### src/rtl/core/grpu_pkg.sv
// ----------------------------------------------------------------------------
// grpu_pkg
// Types, constants and arithmetic helpers for the grain record converter.
// ----------------------------------------------------------------------------
package grpu_pkg;

    localparam int FieldW    = 16;
    localparam int NumInVal  = 11;
    localparam int NumOutVal = 11;
    localparam int InDataW   = FieldW * NumInVal;
    localparam int OutDataW  = FieldW * NumOutVal;

    typedef logic [FieldW-1:0] word_t;

    typedef enum logic
    {
        FUNC_EXPAND   = 1'b0,
        FUNC_COMPRESS = 1'b1
    } func_t;

    localparam word_t MeanOffset = 16'd128;
    localparam word_t FloorLimit = 16'd127;
    localparam word_t LimMin     = 16'd63;
    localparam word_t LimMean    = 16'd31;
    localparam word_t LimMax     = 16'd63;
    localparam word_t LineWide   = 16'd1280;
    localparam word_t LineNarrow = 16'd1024;
    localparam logic [17:0] OffBias  = 18'd1281;
    localparam logic [15:0] Recip3   = 16'hAAAB;   // ceil(2^17 / 3)
    localparam logic [7:0]  Recip5   = 8'd205;     // ceil(2^10 / 5)

    // 3x3 neighbour index to pixel offset, division truncating toward zero
    function automatic word_t idx_to_off(input word_t p, input logic wide);
        logic        neg;
        word_t       a;
        logic [31:0] prod;
        word_t       q;
        word_t       r;
        word_t       qs;
        word_t       rs;
        word_t       qw;
        word_t       w;
        neg  = p[15];
        a    = neg ? word_t'(-p) : p;
        prod = 32'(a) * 32'(Recip3);
        q    = word_t'(prod >> 17);
        r    = a - (q + (q << 1));
        qs   = neg ? word_t'(-q) : q;
        rs   = neg ? word_t'(-r) : r;
        w    = wide ? LineWide : LineNarrow;
        qw   = wide ? word_t'((qs << 10) + (qs << 8)) : word_t'(qs << 10);
        return qw + rs - w - 16'd1;
    endfunction

    // pixel offset on a 1280 line back to a 3x3 index, truncating division
    function automatic word_t off_to_idx(input word_t p);
        logic        neg;
        logic [17:0] t;
        logic [16:0] a;
        logic [8:0]  hi;
        logic [16:0] prod;
        logic [7:0]  q;
        logic [16:0] r;
        word_t       qs;
        word_t       rs;
        t    = {{2{p[15]}}, p} + OffBias;
        neg  = t[17];
        a    = neg ? 17'(-t) : t[16:0];
        hi   = a[16:8];
        prod = 17'(hi) * 17'(Recip5);
        q    = 8'(prod >> 10);
        r    = a - ((17'(q) << 10) + (17'(q) << 8));
        qs   = neg ? word_t'(-word_t'(q)) : word_t'(q);
        rs   = neg ? word_t'(-word_t'(r)) : word_t'(r);
        return rs + (qs + (qs << 1));
    endfunction

    // symmetric clamp of a signed word
    function automatic word_t clamp_sym(input word_t v, input word_t lim);
        word_t nlim;
        nlim = word_t'(-lim);
        if ($signed(v) > $signed(lim))
        begin
            return lim;
        end
        else if ($signed(v) < $signed(nlim))
        begin
            return nlim;
        end
        return v;
    endfunction

endpackage

### src/rtl/core/grain_record_pack_unpack_top.sv
// ----------------------------------------------------------------------------
// grain_record_pack_unpack_top
// Converts grain records between compact and long form, one beat per cycle while m_tready is high.
// ----------------------------------------------------------------------------
// Path: an accepted beat passes the input register, conversion logic and
//   result register, in that order, before it shows on the master side.
// Throughput: one beat per cycle, set by the two-register pipeline; both
//   stages advance together whenever the result register is empty or taken.
// Reset: rst_n clears both stage valid flags and sets wide_line to 1.
// ----------------------------------------------------------------------------
module grain_record_pack_unpack_top
(
    input  logic                          clk,
    input  logic                          rst_n,
    // configuration: wide_line
    input  logic                          cfg_wr_en,
    input  logic                          cfg_wr_data,
    // slave side
    input  logic                          s_tvalid,
    output logic                          s_tready,
    // tdata, low bit up: base_min, base_mean, base_max, prev_min_val,
    // next_min_val, prev_mean_val, next_mean_val, prev_max_val,
    // next_max_val, prev_pos, next_pos
    input  logic [grpu_pkg::InDataW-1:0]  s_tdata,
    // tuser: func
    input  logic                          s_tuser,
    // master side
    output logic                          m_tvalid,
    input  logic                          m_tready,
    // tdata, low bit up: min_out, mean_out, max_out, prev_min_out,
    // next_min_out, prev_mean_out, next_mean_out, prev_max_out,
    // next_max_out, prev_pos_out, next_pos_out
    output logic [grpu_pkg::OutDataW-1:0] m_tdata
);
    import grpu_pkg::*;

    logic                wide_line_reg;
    logic                in_valid_reg;
    logic                out_valid_reg;
    logic [InDataW-1:0]  in_data_reg;
    logic                in_func_reg;
    logic [OutDataW-1:0] out_data_reg;
    logic [OutDataW-1:0] out_data_next;
    logic                out_adv;
    logic                in_adv;

    word_t mn, me, mx, pmn, nmn, pme, nme, pmx, nmx, pp, np;
    word_t r_min, r_mean, r_max, r_pmn, r_nmn, r_pme, r_nme, r_pmx, r_nmx;
    word_t r_pp, r_np;
    word_t d_pmn, d_nmn;

    // Advance the result stage when it is empty or being taken; the input
    // stage also advances when it is empty, so a new beat can enter while a result waits to leave.
    assign out_adv  = !out_valid_reg || m_tready;
    assign in_adv   = !in_valid_reg || out_adv;
    assign s_tready = in_adv;
    assign m_tvalid = out_valid_reg;
    assign m_tdata  = out_data_reg;

    always_ff @(posedge clk or negedge rst_n)
    begin
        if (!rst_n)
        begin
            wide_line_reg <= 1'b1;
            in_valid_reg  <= 1'b0;
            out_valid_reg <= 1'b0;
        end
        else
        begin
            if (cfg_wr_en)
            begin
                wide_line_reg <= cfg_wr_data;
            end
            if (in_adv)
            begin
                in_valid_reg <= s_tvalid;
            end
            if (out_adv)
            begin
                out_valid_reg <= in_valid_reg;
            end
        end
    end

    // payload: hold while stalled
    always_ff @(posedge clk)
    begin
        if (in_adv && s_tvalid)
        begin
            in_data_reg <= s_tdata;
            in_func_reg <= s_tuser;
        end
        if (out_adv && in_valid_reg)
        begin
            out_data_reg <= out_data_next;
        end
    end

    // unpack the registered record
    assign mn  = in_data_reg[0*FieldW +: FieldW];
    assign me  = in_data_reg[1*FieldW +: FieldW];
    assign mx  = in_data_reg[2*FieldW +: FieldW];
    assign pmn = in_data_reg[3*FieldW +: FieldW];
    assign nmn = in_data_reg[4*FieldW +: FieldW];
    assign pme = in_data_reg[5*FieldW +: FieldW];
    assign nme = in_data_reg[6*FieldW +: FieldW];
    assign pmx = in_data_reg[7*FieldW +: FieldW];
    assign nmx = in_data_reg[8*FieldW +: FieldW];
    assign pp  = in_data_reg[9*FieldW +: FieldW];
    assign np  = in_data_reg[10*FieldW +: FieldW];

    // min deltas are limited from above only
    assign d_pmn = pmn - mn;
    assign d_nmn = nmn - mn;

    always_comb
    begin
        r_min = mn;
        case (func_t'(in_func_reg))
            FUNC_EXPAND:
            begin
                // add the offset back, rebuild absolutes from the deltas and map the position indices to offsets
                r_mean = me + MeanOffset;
                r_max  = mx + MeanOffset;
                r_pmn  = mn + pmn;
                r_nmn  = mn + nmn;
                r_pme  = me + pme + MeanOffset;
                r_nme  = me + nme + MeanOffset;
                r_pmx  = mx + pmx + MeanOffset;
                r_nmx  = mx + nmx + MeanOffset;
                r_pp   = idx_to_off(pp, wide_line_reg);
                r_np   = idx_to_off(np, wide_line_reg);
            end
            FUNC_COMPRESS:
            begin
                // drop the offset, floored at zero, clamp the deltas and map the position offsets to indices
                r_mean = ($signed(me) > $signed(FloorLimit)) ? me - MeanOffset : '0;
                r_max  = ($signed(mx) > $signed(FloorLimit)) ? mx - MeanOffset : '0;
                r_pmn  = ($signed(d_pmn) > $signed(LimMin)) ? LimMin : d_pmn;
                r_nmn  = ($signed(d_nmn) > $signed(LimMin)) ? LimMin : d_nmn;
                r_pme  = clamp_sym(pme - me, LimMean);
                r_nme  = clamp_sym(nme - me, LimMean);
                r_pmx  = clamp_sym(pmx - mx, LimMax);
                r_nmx  = clamp_sym(nmx - mx, LimMax);
                r_pp   = off_to_idx(pp);
                r_np   = off_to_idx(np);
            end
            default:
            begin
                r_mean = '0;
                r_max  = '0;
                r_pmn  = '0;
                r_nmn  = '0;
                r_pme  = '0;
                r_nme  = '0;
                r_pmx  = '0;
                r_nmx  = '0;
                r_pp   = '0;
                r_np   = '0;
            end
        endcase
    end

    assign out_data_next = {r_np, r_pp, r_nmx, r_pmx, r_nme, r_pme,
                            r_nmn, r_pmn, r_max, r_mean, r_min};

    // an accepted beat always lands in the input stage
    assert property (@(posedge clk) disable iff (!rst_n)
        s_tvalid && s_tready |=> in_valid_reg)
        else $error("accepted beat lost at input stage");

    // a full input stage moves into the result stage when it advances
    assert property (@(posedge clk) disable iff (!rst_n)
        in_valid_reg && out_adv |=> out_valid_reg)
        else $error("input stage did not reach result stage");

    // the result stage never refills from an empty input stage
    assert property (@(posedge clk) disable iff (!rst_n)
        !in_valid_reg && out_adv |=> !out_valid_reg)
        else $error("result invented from empty input stage");

    // a stalled result keeps its data
    assert property (@(posedge clk) disable iff (!rst_n)
        out_valid_reg && !m_tready |=> $stable(out_data_reg))
        else $error("stalled result changed");

endmodule
### config.mk
export PLATFORM = sky130hd
export DESIGN_NAME = grain_record_pack_unpack_top
export DESIGN_NICKNAME = d
export VERILOG_FILES = /design/src/rtl/core/grpu_pkg.sv /design/src/rtl/core/grain_record_pack_unpack_top.sv
export SDC_FILE = /design/constraint.sdc
export NUM_CORES = 2
export LEC_CHECK = 0
export BUFFER_PORTS_ARGS = -buffer_cell sky130_fd_sc_hd__buf_2
export CAP_MARGIN = 10
export CELL_PAD_IN_SITES_DETAIL_PLACEMENT = 1
export CELL_PAD_IN_SITES_GLOBAL_PLACEMENT = 1
export CORE_MARGIN = 2
export CORE_UTILIZATION = 53
export CTS_BUF_LIST = sky130_fd_sc_hd__clkbuf_2
export DETAILED_ROUTE_END_ITERATION = 10
export PLACE_DENSITY = 0.95
export SYNTH_ARGS = -nofsm -noshare
export SYNTH_HDL_FRONTEND = slang
export SYNTH_SLANG_ARGS = --single-unit
### constraint.sdc
create_clock -name clk -period 36.7 [get_ports clk]
set_clock_uncertainty 0.2 [all_clocks]
set_input_delay 3.67 -clock clk [delete_from_list [all_inputs] [get_ports clk]]
set_output_delay 3.67 -clock clk [all_outputs]
set_load 0.02 [all_outputs]
Word-level counts from Yosys, hierarchy flattened --
Index checks and enable logic that the tools add are counted.
Storage, ports and cells: output and inout bits 178, bits in registers 356, word-level logic and storage cells 136, bits of input ports 183
Operators by class: magnitude comparators 12, $add $sub $neg 54, bitwise logic cells 1, reduce and logical (&&, ||, !) cells 6, multipliers 4, muxes and demuxes 53
Operators with widths (number):
- $mux 16 | 26
- $pmux 16 s2 | 10
- $add 16x16->16 | 14
- $sub 16x16->16 | 11
- $add 16x8->16 const B | 6
- $neg 16->16 | 6
- $gt 16x7->1 const B | 4
- $mul 16x16->32 const B | 2
- $add 16x12->17 const B | 2
- $mul 9x8->17 const B | 2
- $mux 17 | 2
- $neg 17->17 | 2
- $add 15x16->16 | 2
- $add 16x15->16 | 2
- $gt 16x6->1 const B | 2
- $gt 16x8->1 const B | 2
- $lt 16x6->1 const B | 2
- $lt 16x7->1 const B | 2
- $neg 7->16 | 2
- $sub 16x1->16 const B | 2
- $sub 16x8->16 const B | 2
- $mux 8 | 2
- $neg 8->8 | 2
- $sub 16x11->16 | 1
- 6 further kinds | 20

Depth between registers and ports, before layout --
word-level depth 11, mapped depth 53, gate-level depth less buffers 52

Least setup slack after synthesis --
Ideal clock, no wire load.
kind flip-flop to flip-flop, from reg in_data_reg[146], to reg out_data_reg[159] (netlist: m_tdata[159]) (data pin), arrival time 12229 ps, path slack 24122 ps, cell stages (with the launch flop) 51, clock period less this slack 12578 ps, buffers on the path 2, cell sequence edfxtp_1 clkbuf_1 or3_1 or3_1 or4_1 or4_1 o31ai_1 xor2_1 inv_1 ha_1 ha_1 inv_1 fa_1 inv_1 fa_1 fa_1 inv_1 fa_1 [15 not listed] o21ba_2 or3_1 nor2_1 nand2_1 o21ai_0 xor2_1 fa_1 ha_1 and3_1 a31o_2 or4_1 and3_1 o21ai_0 nor2b_1 xnor2_1 xnor2_1 xnor3_1 mux2i_1
On the way: cells in the longest elaborated chain, start to end 11
RTL lines:
- start: declaration | RTL line grain_record_pack_unpack_top.sv:40 | logic [InDataW-1:0] in_data_reg;
- start signal: assignment | RTL line grain_record_pack_unpack_top.sv:90 | in_data_reg <= s_tdata;
- $neg 16->16 | RTL line grpu_pkg.sv:44 | a = neg ? word_t'(-p) : p;
- $mux 16 | RTL line grpu_pkg.sv:44
- $mul 16x16->32 | RTL line grpu_pkg.sv:45 | prod = 32'(a) * 32'(Recip3);
- $add 15x16->16 or $neg 8->8 (tied branches) | RTL line grpu_pkg.sv:47, grpu_pkg.sv:48
- $sub 16x16->16 or $mux 8 (tied branches) | RTL line grpu_pkg.sv:47, grpu_pkg.sv:48
- $neg 16->16 or $add 16x16->16 (tied branches) | RTL line grpu_pkg.sv:49, grpu_pkg.sv:51
- $mux 16 (on tied branches) | RTL line grpu_pkg.sv:49, grpu_pkg.sv:51
- $add 16x16->16 | RTL line grpu_pkg.sv:52 | return qw + rs - w - 16'd1;
- $sub 16x16->16 | RTL line grpu_pkg.sv:52
- $sub 16x1->16 | RTL line grpu_pkg.sv:52
- $pmux 16 s2 * | RTL line grain_record_pack_unpack_top.sv:119 | case (func_t'(in_func_reg))
- via r_pp[15] | RTL line grain_record_pack_unpack_top.sv:49 | word_t r_pp, r_np;
- end signal: assignment | RTL line grain_record_pack_unpack_top.sv:95 | out_data_reg <= out_data_next;
- end: declaration | RTL line grain_record_pack_unpack_top.sv:42 | logic [OutDataW-1:0] out_data_reg;
The timed path passes the listed nets; every way through them passes the cells marked *. A chain may end at the register's enable or synchronous reset.

Worst setup path after layout --
from reg in_data_reg[164], to reg out_data_reg[175] (netlist: m_tdata[175]) (data pin)
On the way: cells in the longest elaborated chain, start to end 11
RTL lines (RTL line):
- $neg 16->16 | grpu_pkg.sv:44
- $mux 16 | grpu_pkg.sv:44
- $mul 16x16->32 | grpu_pkg.sv:45
- $add 15x16->16 or $neg 8->8 (tied branches) | grpu_pkg.sv:47, grpu_pkg.sv:48
- $sub 16x16->16 or $mux 8 (tied branches) | grpu_pkg.sv:47, grpu_pkg.sv:48
- $neg 16->16 or $add 16x16->16 (tied branches) | grpu_pkg.sv:49, grpu_pkg.sv:51
- $mux 16 (on tied branches) | grpu_pkg.sv:49, grpu_pkg.sv:51
- $add 16x16->16 | grpu_pkg.sv:52
- $sub 16x11->16 | grpu_pkg.sv:52
- $sub 16x1->16 | grpu_pkg.sv:52
- $pmux 16 s2 * | grain_record_pack_unpack_top.sv:119
- via r_np[15] | grain_record_pack_unpack_top.sv:49
Marked as above.

==> flow_summary_export.csv <==
group,metric,value,unit
run_status,status,"finished clean",
setup_path,ff2ff_path_depth,49,
timing,finalHoldViolCount,0,
timing,finalSetupTns,0,ns
synth,async_reset_ff_frac,0.008427,
timing,relSlewSlack,0.1075,
synth,synth.distinct_cells,85,
routing,drc,0,
final_layout,final_nets,6160,
setup_path,rrSetupSlack,22.37,ns
routing,wl,157200,um
hold_path,min_from,"in_valid_reg",
synth,yosysSeqAreaShare,0.2467,
routing,drt-wirelength-per-cell,25.56,um
setup_path,cpMostUsedCell,"inv_1",
placement,dp_hpwl,121400,um
timing,period_minus_slack,14.33,ns
setup_path,critical-path-max-stage-delay,0.77,ns
clocking,clkTransAtPathRegs,0.10,ns
timing,finalCritPeriodShare,0.3905,
global_route,grtUsageTotal,0.3699,
die,die_area,83960,sq um
routing,avgViaCountPerCell,6.217,
synth,ys.flop_type,"edfxtp_1",
final_layout,nFillCells,9371,
die,fp.coreArea,80680,sq um
timing,finalMaxSlewViolations,0,
clocking,hold_buffers,0,
setup_path,worstPathArrival,15.09,ns
clocking,cts_setup_buffers,0,
die,die_w,289.8,um
timing,finalSetupViolCount,0,
clocking,clk_latency,1.28,ns
hold_path,min_path_cells,1,
routing,vias,38229,
routing,final_antenna_net_count,0,
synth,synth_area,43280,sq um
setup_path,startpoint_type,"flop",
final_layout,syn_to_final_growth,9.138,%
synth,synth-seq-cells,356,
synth,synth-edff-count,353,
clocking,numCtsBuffers,101,
die,fp.dieH,289.8,um
clocking,clock-root-buffer,"clkbuf_2",
synth,avgSynthCellArea,9.392,sq um
setup_path,r2r-end,"m_tdata[175]",
clocking,cts_buffer_depth,3,
final_layout,drive_gt1_frac,0.1175,
global_route,overflow,0,
clocking,cts_tree,"done",
synth,syn_inst,4608,
setup_path,critical_path_required,37.46,ns
timing,fmax,69.78,MHz
timing,rsz0062_at_grt,"false",
flow_run,cap_violations,0,
placement,io_buffer_count,360,
global_route,antenna_found_initial,24,
setup_path,cp-end-kind,"flop",
routing,drt_iter0_drc,2819,
clocking,ctsResizeCount,0,
hold_path,hold_path.class,"reg2reg",
setup_path,path_class,"reg2reg",
die,rows,104,
global_route,grt_pass1_vias,42712,
global_route,grt_pass1_wl,240200,um
global_route,grt_max_degree,88,
hold_path,worstHoldEndpoint,"m_tvalid",
clocking,ctsHtreeMaxLevel,3,
clocking,clock-sinks,356,
setup_path,critPathSlowestCell,"a31oi_1",
synth,synth-warning-count,0,
setup_path,worstPathMaxFanout,25,
timing,worst_pin_slew,1.321,ns
setup_path,r2r-start,"in_data_reg[164]",
placement,place_congestion,0.9665,
die,pin_count,361,
die,initial_utilization,0.5365,
routing,firstDrtPassIters,6,
==> area by class of cell <==
class / instances / area, sq um / share of cell area
Tap cell: 1060 / 1326 / 0.02808
Multi-Input combinational cell: 3423 / 29510 / 0.6247
Antenna cell: 15 / 37.54 / 0.0007947
Clock inverter: 34 / 231.5 / 0.004900
Clock buffer: 142 / 710.7 / 0.01505
Sequential cell: 356 / 10680 / 0.2260
Timing Repair Buffer: 386 / 1994 / 0.04222
Inverter: 733 / 2753 / 0.05828
==> through the flow <==
stage	util	hold WS, ns	std cells	instance area (sq um)	setup WS (ns)
6_report	0.5855	0.3220	6149	47240	22.37
5_1_grt	0.5854	0.3795	6145	47230	21.66
4_1_cts	0.5848	0.3229	6132	47180	22.60
3_5_place_dp	0.5731	0.3128	5956	46240	22.64
3_3_place_gp	0.5731	0.2728	5956	46240	23.34
2_1_floorplan	-	0.2490	4617	43310	24.12
==> worst max-delay path by stage <==
stage	from	to	slack [ns]
floorplan	in_data_reg[146]	m_tdata[159]	24.12
global placement	in_data_reg[144]	m_tdata[159]	23.34
detailed placement	in_data_reg[164]	m_tdata[175]	22.64
CTS	in_data_reg[164]	m_tdata[175]	22.60
global route	in_data_reg[164]	m_tdata[175]	21.66
finish	in_data_reg[164]	m_tdata[175]	22.37
==> cells in the final DEF, fill, tap and decap left out, types with 11 or more instances in the layout <==
master | Yosys | final
o21bai_1 | 68 | 68
ha_1 | 734 | 734
or3_1 | 24 | 24
fa_1 | 242 | 242
a211oi_1 | 31 | 31
a211o_1 | 11 | 11
xnor2_1 | 352 | 352
xor2_1 | 170 | 170
a41oi_1 | 11 | 11
nor2b_1 | 37 | 37
a21oi_1 | 315 | 315
diode_2 | 0 | 15
a21o_1 | 69 | 69
o21ai_0 | 251 | 250
nor2_1 | 252 | 252
and3_1 | 28 | 28
nand3_1 | 72 | 72
nand2_1 | 212 | 212
clkinv_1 | 4 | 23
nor4_1 | 17 | 17
buf_2 | 8 | 360
and2_1 | 39 | 37
clkbuf_2 | 0 | 143
a21boi_0 | 16 | 16
edfxtp_1 | 353 | 353
o21a_1 | 31 | 31
mux2i_1 | 12 | 12
buf_4 | 0 | 25
inv_1 | 729 | 728
nand2b_1 | 42 | 42
a31oi_1 | 50 | 50
o31ai_1 | 35 | 35
nand4_1 | 28 | 28
nor3_1 | 69 | 69
==> per-layer routing <==
metal	GRT usage	part of all wire	wire [um]
met1	0.3970	0.36	56130
met2	0.6430	0.49	76410
met3	0.09066	0.081	12660
met4	0.2521	0.075	11860
met5	0	0.00060	95
==> worst max-delay path: cells and delay by family, from the launching register on <==
kind | cells | cell delay, ns
simple gates | 15 | 4.18
mux | 1 | 0.09
flops | 1 | 0.73
xor+xnor | 8 | 1.81
fa+ha+maj | 10 | 4.08
buf+inv | 7 | 0.63
compound gates | 8 | 2.29
==> cells by family (layout without fill, tap and decap cells) <==
family          after synthesis  after routing  synth area share
buf+inv                     838           1295           0.07291
simple gates                875            875           0.09766
flops                       356            356            0.2467
fa+ha+maj                   976            976            0.3241
other cells                   1             25        0.00008664
compound gates             1019           1019            0.1471
xor+xnor                    525            525            0.1071
mux                          18             18          0.004423
==> synth_stat cells (9+ instances only) <==
cell       number  area, sq um
o211ai_1        9        67.56
nand2b_1       42        262.8
o31a_1          9        78.83
and2_1         39        244.0
o22ai_1         9        56.30
nand2_1       212        795.8
a41oi_1        11        96.34
edfxtp_1      353        10600
o21ai_0       251         1256
nor3_1         69        345.3
a21o_1         69        518.0
a211o_1        11        96.34
nand3_1        72        360.4
a211oi_1       31        232.7
o31ai_1        35        262.8
a21boi_0       16        120.1
a31oi_1        50        312.8
nand4_1        28        175.2
mux2i_1        12        120.1
a21oi_1       315         1577
or4_1          10        75.07
fa_1          242         4845
or2_2          10        62.56
o21bai_1       68        510.5
o21a_1         31        232.7
clkbuf_1       88        330.3
nor2b_1        37        231.5
nor4_1         17        106.4
buf_1           9        33.78
o41ai_1        12        105.1
or3_1          24        150.1
o2111ai_1       9        78.83
ha_1          734         9184
xnor2_1       352         3083
and3_1         28        175.2
xor2_1        170         1489
inv_1         729         2736
nor2_1        252        945.9
Power is not shown: default switching activity piles up to over one toggle a cycle in this logic, so the estimate is an artifact.
